<file path="src/rtl/core/oda_pkg.sv">
`default_nettype none

package oda_pkg;

    // field widths
    localparam int unsigned POS_W      = 32;
    localparam int unsigned MILEAGE_W  = 48;
    localparam int unsigned INTERVAL_W = 16;
    localparam int unsigned CFG_IDX_W  = 8;
    localparam int unsigned CFG_DATA_W = 48;

    // configuration register indexes
    localparam logic [CFG_IDX_W-1:0] CFG_SAVE_PERIOD    = 8'd0;
    localparam logic [CFG_IDX_W-1:0] CFG_START_DISTANCE = 8'd1;

    // reset values
    localparam logic [INTERVAL_W-1:0] SAVE_PERIOD_RST = 16'd500;
    localparam logic [INTERVAL_W-1:0] STEP_COUNT_RST  = 16'd1;

    typedef struct packed {
        logic signed [POS_W-1:0] pos_x;
        logic signed [POS_W-1:0] pos_y;
        logic signed [POS_W-1:0] pos_z;
    } pos_in_t;

    typedef struct packed {
        logic [MILEAGE_W-1:0] mileage;
        logic                 save_now;
    } mil_out_t;

    // |a - b| with the difference clamped to the signed 32-bit range
    function automatic logic [POS_W-1:0] sat_abs_diff(
        input logic signed [POS_W-1:0] a,
        input logic signed [POS_W-1:0] b
    );
        logic signed [POS_W:0] d;
        logic        [POS_W:0] mag;
        begin
            d   = {a[POS_W-1], a} - {b[POS_W-1], b};
            mag = d[POS_W] ? (~d + 1'b1) : d;
            if (!d[POS_W] && d[POS_W-1]) begin
                sat_abs_diff = {1'b0, {(POS_W-1){1'b1}}};
            end else if (d[POS_W] && !d[POS_W-1]) begin
                sat_abs_diff = {1'b1, {(POS_W-1){1'b0}}};
            end else begin
                sat_abs_diff = mag[POS_W-1:0];
            end
        end
    endfunction

endpackage

`default_nettype wire

</file>
<file path="src/rtl/core/odometry_distance_accumulator.sv">
`default_nettype none

// channel | ports                                        | payload
// --------+----------------------------------------------+---------------------------------
// input   | s_valid / s_ready / s_data                   | pos_in_t: pos_x, pos_y, pos_z
// result  | m_valid / m_ready / m_data                   | mil_out_t: mileage, save_now
// config  | cfg_valid / cfg_ready / cfg_index / cfg_data | 0 save period, 1 start distance
//
// counted sample: |dx|, |dy| registered at its transfer, then squaring in ST_MUL
//   (step count remainder found alongside), square root in ST_SQRT, add in ST_ACC
// m_valid rises as ST_ACC returns to ST_IDLE; s_ready comes back with it
// a sample over an all-zero last position only stores it, ready the next cycle
// aresetn is synchronous, active low; no clearing pass is needed
// a result waits in the output register; only the add cycle stalls behind it

module odometry_distance_accumulator
    import oda_pkg::*;
(
    input  wire logic                  aclk,
    input  wire logic                  aresetn,

    input  wire logic                  s_valid,
    output logic                       s_ready,
    input  wire pos_in_t               s_data,

    output logic                       m_valid,
    input  wire logic                  m_ready,
    output mil_out_t                   m_data,

    input  wire logic                  cfg_valid,
    output logic                       cfg_ready,
    input  wire logic [CFG_IDX_W-1:0]  cfg_index,
    input  wire logic [CFG_DATA_W-1:0] cfg_data
);

    typedef enum logic [1:0] {
        ST_IDLE,
        ST_MUL,
        ST_SQRT,
        ST_ACC
    } state_t;

    localparam int unsigned SQ_W   = 2 * POS_W;      // dx^2 + dy^2
    localparam int unsigned REM_W  = POS_W + 2;      // sqrt partial remainder
    localparam int unsigned CNT_W  = $clog2(POS_W);  // 32 steps per phase

    // control and state
    state_t                 state_reg,    state_next;
    logic [CNT_W-1:0]       cnt_reg,      cnt_next;
    logic                   m_valid_reg,  m_valid_next;
    mil_out_t               out_reg,      out_next;

    logic [POS_W-1:0]       prev_x_reg,   prev_x_next;
    logic [POS_W-1:0]       prev_y_reg,   prev_y_next;
    logic [POS_W-1:0]       prev_z_reg,   prev_z_next;
    logic [MILEAGE_W-1:0]   total_reg,    total_next;
    logic [INTERVAL_W-1:0]  step_cnt_reg, step_cnt_next;
    logic [INTERVAL_W-1:0]  save_int_reg, save_int_next;

    // datapath
    logic [POS_W-1:0]       ax_reg,       ax_next;      // multiplicand |dx|
    logic [POS_W-1:0]       ay_reg,       ay_next;      // multiplicand |dy|
    logic [POS_W-1:0]       mx_reg,       mx_next;      // |dx| bits, msb first
    logic [POS_W-1:0]       my_reg,       my_next;      // |dy| bits, msb first
    logic [SQ_W-1:0]        acc_reg,      acc_next;     // sum of squares / radicand
    logic [POS_W-1:0]       root_reg,     root_next;
    logic [REM_W-1:0]       rem_reg,      rem_next;
    logic [INTERVAL_W-1:0]  sc_sh_reg,    sc_sh_next;   // step count bits, msb first
    logic [INTERVAL_W-1:0]  div_reg,      div_next;     // effective interval
    logic [INTERVAL_W-1:0]  mod_reg,      mod_next;     // running remainder

    logic                   in_xfer;
    logic                   out_xfer;
    logic                   prev_zero;
    logic [SQ_W-1:0]        pp_x;
    logic [SQ_W-1:0]        pp_y;
    logic [REM_W+1:0]       rem_sh;
    logic [REM_W+1:0]       trial;
    logic [INTERVAL_W:0]    mod_sh;
    logic [MILEAGE_W:0]     sum;
    logic                   save;

    assign s_ready   = (state_reg == ST_IDLE);
    assign cfg_ready = 1'b1;
    assign m_valid   = m_valid_reg;
    assign m_data    = out_reg;

    assign in_xfer   = s_valid && s_ready;
    assign out_xfer  = m_valid_reg && m_ready;
    assign prev_zero = (prev_x_reg == '0) && (prev_y_reg == '0) && (prev_z_reg == '0);

    // one partial product row per cycle for each square
    assign pp_x = mx_reg[POS_W-1] ? {{POS_W{1'b0}}, ax_reg} : '0;
    assign pp_y = my_reg[POS_W-1] ? {{POS_W{1'b0}}, ay_reg} : '0;

    // square root: bring down two radicand bits, try root*4 + 1
    assign rem_sh = {rem_reg, acc_reg[SQ_W-1 -: 2]};
    assign trial  = {2'b00, root_reg, 2'b01};

    // step count remainder: one dividend bit per cycle
    assign mod_sh = {mod_reg, sc_sh_reg[INTERVAL_W-1]};

    assign sum  = {1'b0, total_reg} + {{(MILEAGE_W-POS_W+1){1'b0}}, root_reg};
    assign save = (mod_reg == '0);

    always_comb begin
        state_next    = state_reg;
        cnt_next      = cnt_reg;
        m_valid_next  = m_valid_reg;
        out_next      = out_reg;
        prev_x_next   = prev_x_reg;
        prev_y_next   = prev_y_reg;
        prev_z_next   = prev_z_reg;
        total_next    = total_reg;
        step_cnt_next = step_cnt_reg;
        save_int_next = save_int_reg;
        ax_next       = ax_reg;
        ay_next       = ay_reg;
        mx_next       = mx_reg;
        my_next       = my_reg;
        acc_next      = acc_reg;
        root_next     = root_reg;
        rem_next      = rem_reg;
        sc_sh_next    = sc_sh_reg;
        div_next      = div_reg;
        mod_next      = mod_reg;

        if (out_xfer) begin
            m_valid_next = 1'b0;
        end

        // the user must send register writes only while the block is idle; the block does not enforce it
        if (cfg_valid && cfg_ready) begin
            case (cfg_index)
                CFG_SAVE_PERIOD:    save_int_next = cfg_data[INTERVAL_W-1:0];
                CFG_START_DISTANCE: total_next    = cfg_data[MILEAGE_W-1:0];
                default:            ;
            endcase
        end

        case (state_reg)
            ST_IDLE: begin
                if (in_xfer) begin
                    prev_x_next = s_data.pos_x;
                    prev_y_next = s_data.pos_y;
                    prev_z_next = s_data.pos_z;
                    if (!prev_zero) begin
                        ax_next    = sat_abs_diff(s_data.pos_x, prev_x_reg);
                        ay_next    = sat_abs_diff(s_data.pos_y, prev_y_reg);
                        mx_next    = sat_abs_diff(s_data.pos_x, prev_x_reg);
                        my_next    = sat_abs_diff(s_data.pos_y, prev_y_reg);
                        acc_next   = '0;
                        sc_sh_next = step_cnt_reg;
                        // an interval of zero behaves as one
                        div_next   = (save_int_reg == '0) ? INTERVAL_W'(1) : save_int_reg;
                        mod_next   = '0;
                        cnt_next   = '0;
                        state_next = ST_MUL;
                    end
                end
            end
            ST_MUL: begin
                acc_next = {acc_reg[SQ_W-2:0], 1'b0} + pp_x + pp_y;
                mx_next  = {mx_reg[POS_W-2:0], 1'b0};
                my_next  = {my_reg[POS_W-2:0], 1'b0};
                if (cnt_reg < CNT_W'(INTERVAL_W)) begin
                    sc_sh_next = {sc_sh_reg[INTERVAL_W-2:0], 1'b0};
                    if (mod_sh >= {1'b0, div_reg}) begin
                        mod_next = INTERVAL_W'(mod_sh - {1'b0, div_reg});
                    end else begin
                        mod_next = mod_sh[INTERVAL_W-1:0];
                    end
                end
                cnt_next = cnt_reg + 1'b1;
                if (cnt_reg == '1) begin
                    root_next  = '0;
                    rem_next   = '0;
                    state_next = ST_SQRT;
                end
            end
            ST_SQRT: begin
                acc_next = {acc_reg[SQ_W-3:0], 2'b00};
                if (rem_sh >= trial) begin
                    rem_next  = REM_W'(rem_sh - trial);
                    root_next = {root_reg[POS_W-2:0], 1'b1};
                end else begin
                    rem_next  = rem_sh[REM_W-1:0];
                    root_next = {root_reg[POS_W-2:0], 1'b0};
                end
                cnt_next = cnt_reg + 1'b1;
                if (cnt_reg == '1) begin
                    state_next = ST_ACC;
                end
            end
            ST_ACC: begin
                // hold here while an earlier result is still untaken
                if (!m_valid_reg || m_ready) begin
                    total_next        = sum[MILEAGE_W] ? '1 : sum[MILEAGE_W-1:0];
                    out_next.mileage  = sum[MILEAGE_W] ? '1 : sum[MILEAGE_W-1:0];
                    out_next.save_now = save;
                    m_valid_next      = 1'b1;
                    step_cnt_next     = save ? INTERVAL_W'(1) : step_cnt_reg + 1'b1;
                    state_next        = ST_IDLE;
                end
            end
            default: begin
                state_next = ST_IDLE;
            end
        endcase
    end

    always_ff @(posedge aclk) begin
        if (!aresetn) begin
            state_reg    <= ST_IDLE;
            cnt_reg      <= '0;
            m_valid_reg  <= 1'b0;
            prev_x_reg   <= '0;
            prev_y_reg   <= '0;
            prev_z_reg   <= '0;
            total_reg    <= '0;
            step_cnt_reg <= STEP_COUNT_RST;
            save_int_reg <= SAVE_PERIOD_RST;
        end else begin
            state_reg    <= state_next;
            cnt_reg      <= cnt_next;
            m_valid_reg  <= m_valid_next;
            prev_x_reg   <= prev_x_next;
            prev_y_reg   <= prev_y_next;
            prev_z_reg   <= prev_z_next;
            total_reg    <= total_next;
            step_cnt_reg <= step_cnt_next;
            save_int_reg <= save_int_next;
        end
        out_reg   <= out_next;
        ax_reg    <= ax_next;
        ay_reg    <= ay_next;
        mx_reg    <= mx_next;
        my_reg    <= my_next;
        acc_reg   <= acc_next;
        root_reg  <= root_next;
        rem_reg   <= rem_next;
        sc_sh_reg <= sc_sh_next;
        div_reg   <= div_next;
        mod_reg   <= mod_next;
    end

`ifndef SYNTHESIS
    // a counted sample starts the squaring phase
    a_counted_starts_mul: assert property (@(posedge aclk) disable iff (!aresetn)
        (in_xfer && !prev_zero) |=> (state_reg == ST_MUL))
        else $error("counted sample did not start squaring");

    // a sample taken over an all-zero last position yields no result
    a_first_sample_silent: assert property (@(posedge aclk) disable iff (!aresetn)
        (in_xfer && prev_zero) |=> (state_reg == ST_IDLE && !$rose(m_valid_reg)))
        else $error("first sample produced a result");

    // root digit loop keeps the remainder within twice the partial root
    a_sqrt_rem_bound: assert property (@(posedge aclk) disable iff (!aresetn)
        (state_reg == ST_SQRT || state_reg == ST_ACC)
            |-> ({1'b0, rem_reg} <= {2'b00, root_reg, 1'b0}))
        else $error("square root remainder out of range");

    // a save request restarts the step count
    a_save_restarts_count: assert property (@(posedge aclk) disable iff (!aresetn)
        ($past(state_reg) == ST_ACC && state_reg == ST_IDLE && out_reg.save_now)
            |-> (step_cnt_reg == STEP_COUNT_RST))
        else $error("step count not restarted after save");

    // results only come out of the accumulate step
    a_result_from_acc: assert property (@(posedge aclk) disable iff (!aresetn)
        $rose(m_valid_reg) |-> ($past(state_reg) == ST_ACC))
        else $error("result raised outside accumulate step");
`endif

endmodule

`default_nettype wire
</file>
<file path="config.mk">
export PLATFORM = sky130hd
export DESIGN_NAME = odometry_distance_accumulator
export DESIGN_NICKNAME = d
export VERILOG_FILES = /design/src/rtl/core/oda_pkg.sv /design/src/rtl/core/odometry_distance_accumulator.sv
export SDC_FILE = /design/constraint.sdc
export NUM_CORES = 2
export LEC_CHECK = 0
export BUFFER_PORTS_ARGS = -buffer_cell sky130_fd_sc_hd__buf_2
export CORE_ASPECT_RATIO = 1.4
export CORE_UTILIZATION = 45
export DETAILED_ROUTE_END_ITERATION = 10
export HOLD_SLACK_MARGIN = 0.06
export PLACE_DENSITY = 0.65
export SLEW_MARGIN = 20
export SYNTH_ARGS = -nofsm -noshare
export SYNTH_HDL_FRONTEND = slang
export SYNTH_SLANG_ARGS = --single-unit
</file>
<file path="constraint.sdc">
create_clock -name aclk -period 21.3 [get_ports aclk]
set_input_delay 6.39 -clock aclk [delete_from_list [all_inputs] [get_ports aclk]]
set_output_delay 6.39 -clock aclk [all_outputs]
set_load 0.03 [all_outputs]
</file>
==> results by group <==
Clocking
  • Post-CTS Hold Buffers: 0
  • Clock-pin slew on the worst setup and hold paths: around 0.06 ns
  • CTS H-tree lvls: 2
  • Post-cts gate resize count: 0
  • Clock latency on the worst-skew pair: between 0.6 and 0.7 ns
  • CTS root buffer: clkbuf_16
  • Postcts setup bufs: 0
  • Clk sinks: 539
  • Max clock buf depth: 3
  • CTS buffer count: 57
  • CTS tree: done

Finish
  • Most common cell after layout, fill and taps aside: nand2_1
  • Layout cells sized above 1: between 10 and 15%
  • Max reg flops: 64
  • Commonest cells after routing, fill and taps aside: nand2_1, edfxtp_1, a21oi_1, nor2_1, o21ai_0
  • # diodes: 0
  • Synthesis-to-finish area growth: 10.8%
  • Fillers: between 7,000 and 8,000
  • # nets final: 4,268

Power and ir drop
  • Clock power share: around a fifth
  • Gate power share: 46.8%
  • Psw: around 2.0 mW
  • Sw Ratio: ~40%
  • Pleak: roughly 16 nW
  • Int Power: 3.04 mW
  • Max VDD drop: 0.0000988 V
  • Total chip power: about 5.1 mW
  • Sequential power share: 33.4%
  • P per Cell Area: approximately 130 nW/um^2

Worst setup path
  • Critical Path Sink Type: register
  • Worst Path Arrival: 10.31 ns
  • Reg-to-Reg Start: mx_reg[31]$_DFFE_PP_
  • Reg2Reg Depth: 16
  • Crit path required time: 21.78 ns
  • RR Endpoint: acc_reg[59]$_DFFE_PP_
  • Launching element type of the critical path: input port
  • Critical path class: in2reg
  • Crit path from: s_data[71]
  • CP Max Fanout: 9
  • R2r setup slk: 15.51 ns

Die
  • Die area: 79,000 sq um
  • Die span in y: ~330 microns
  • Boundary pin count: 209
  • Area of the core: approximately 77,000 sq um
  • Number of cell rows: 120
  • Starting density of the core: around 46%
  • Die X: 238 microns

Routing
  • DR WL met2: between 40 and 50 mm
  • Remaining antenna violation count after routing: 0
  • Wire per inst: 17.6 microns
  • Starting DRT DRC Count: 1,567
  • Drt via density: 5.63
  • Vias: around 28,000
  • Final WL: about 90 mm
  • DRT met1 WL: 35.5 mm
  • Uppermost layer routed: met4
  • First-pass iteration count of the detailed router: 5
  • DRC viols: 0
  • DR WL met3: around 2.7 mm

Min path
  • Hold depth: 2
  • Worst Hold Launch: prev_z_reg[12]$_SDFFE_PN0P_
  • Min-Delay Endpoint: prev_z_reg[12]$_SDFFE_PN0P_
  • Hold crit path type: reg2reg

GRT
  • Overflow after GRT: 0
  • Global Route Usage Sum: 21.8%
  • First-pass GRT wire length: ~140 mm
  • Largest net degree at the start of global routing: 97
  • Number of global-route vias before repair: between 20,000 and 30,000
  • Initial antenna violation count: 0

Job
  • Total of max-cap violations: 0

Timing
  • Final hold vios: 0
  • Rel. slew slack: a little over a fifth
  • Finish-stage setup viols: 0
  • Period utilisation layout: a little under half
  • Total Neg Setup Slack: 0 ns
  • RSZ-0062 raised after global routing: false
  • Pins Over Slew Limit: 0
  • F_max: 102 MHz
  • Crit path time final: just under 10 ns
  • Setup ws final: around 11 ns
  • Worst-Margin Slew: roughly 1.2 ns
  • Max Clock Skew: about 0.044 ns

Placement
  • RD Place Congestion: 0.903
  • Pre-CTS setup slack: roughly 11 ns
  • Hpwl dp: approximately 64 mm
  • Port bufs: between 200 and 250

Logic synthesis
  • Cells after synthesis: roughly 3,800
  • EDFF count, synth: 355
  • Syn Std Cell Area: around 35,000 sq um
  • Sequential share of the synthesized area: approximately 40%
  • Most used flip-flop cell after synthesis: edfxtp_1
  • Synthesized area per cell: just over 9 sq um
  • Library cells used by synthesis: 94
  • #FFs+latches synth: around 540
  • Number of synthesis warnings: 0
  • Synth Net Count: roughly 4,200
  • Post-synth ARST share: 0%

Status
  • Status: completed
-- through the flow --
step / instances / util, % / instance area, sq um / hold slack, ns
6_report: 4973 / 50.6 / 38800 / 0.453
5_1_grt: 4973 / 50.6 / 38800 / 0.473
4_1_cts: 4973 / 50.6 / 38800 / 0.456
3_5_place_dp: 4865 / 48.2 / 37000 / 0.448
3_3_place_gp: 4865 / 48.2 / 37000 / 0.443
2_1_floorplan: 3787 / - / 35100 / 0.436
-- synth_stat cells, types with 48 or more instances --
cell type	instances	area share [%]
nand3_1	90	1.3
nor2b_1	78	1.4
o21ai_0	210	3.0
nor3_1	56	0.80
edfxtp_1	355	30
and2_1	115	2.1
mux2i_1	93	2.7
nand4_1	48	0.86
nor4_1	52	0.93
a21o_1	76	1.6
dfxtp_1	184	11
ha_1	188	6.7
a21oi_1	311	4.4
xor2_1	92	2.3
xnor2_1	116	2.9
mux2_2	77	2.5
nand2_1	461	4.9
nor2_1	220	2.4
inv_1	188	2.0
clkbuf_1	168	1.8
-- worst max-delay path, stage by stage --
cell and delay [ns]:
buf_2 0.11, ha_1 0.39, a21oi_1 0.22, o21ai_1 0.25, a2111o_1 0.47, o22a_1 0.20, xnor2_1 0.46, nor4b_1 0.48
nand4_2 0.23, nor2_2 0.18, or4b_4 0.49, o31a_1 0.29, o31ai_2 0.17
-- how the worst max path moves through the flow --
stage | end | slack [ns] | depth (start not counted)
global route | mx_reg[28]$_DFFE_PP_ | 11.16 | 15
detailed placement | my_reg[25]$_DFFE_PP_ | 10.82 | 13
finish | mx_reg[31]$_DFFE_PP_ | 11.47 | 13
CTS | mx_reg[28]$_DFFE_PP_ | 11.50 | 15
global placement | mx_reg[28]$_DFFE_PP_ | 10.88 | 15
floorplan | mod_reg[0]$_SDFFCE_PN0P_ | 6.39 | 4
-- cells by family (layout without fill, tap and decap cells) --
kind of cell	after synthesis	count (layout)	share of synthesized area, %
AND/OR/NAND/NOR	1286	1286	18.0
buffers and inverters	385	534	4.18
multiplexers	170	170	5.13
AO/OA/AOI/OAI	974	974	17.7
adder cells (fa/ha/maj)	224	224	8.77
other	1	1	0.0107
XOR/XNOR	208	208	5.20
flip-flops	539	539	40.9
-- final cells by class --
cell class / instances / area [sq um] / share of cell area [%]
clock inverters: 35 / 335 / 0.863
multi-input cells: 2863 / 19400 / 49.9
flip-flops and latches: 539 / 14300 / 36.9
inverters: 189 / 713 / 1.84
clock buffers: 73 / 1520 / 3.90
repair buffers: 237 / 1260 / 3.25
well taps: 1037 / 1300 / 3.34
-- power by group through the flow --
| stage | combinational (mW) | clock [mW] | sequential, mW |
|---|---|---|---|
| floorplan | 1.81 | 0 | 1.69 |
| global placement | 2.34 | 0 | 1.72 |
| detailed placement | 2.37 | 0 | 1.72 |
| CTS | 2.38 | 1.03 | 1.70 |
| global route | 2.65 | 1.06 | 1.73 |
| finish | 2.37 | 1.00 | 1.70 |
-- per-layer routing --
metal	vias up	GRT usage, %
li1	13900	-
met1	13400	24.5
met2	558	41.4
met3	140	2.51
met4	0	8.47
met5	-	0
No activity file was read; power rests on OpenSTA's default activity.
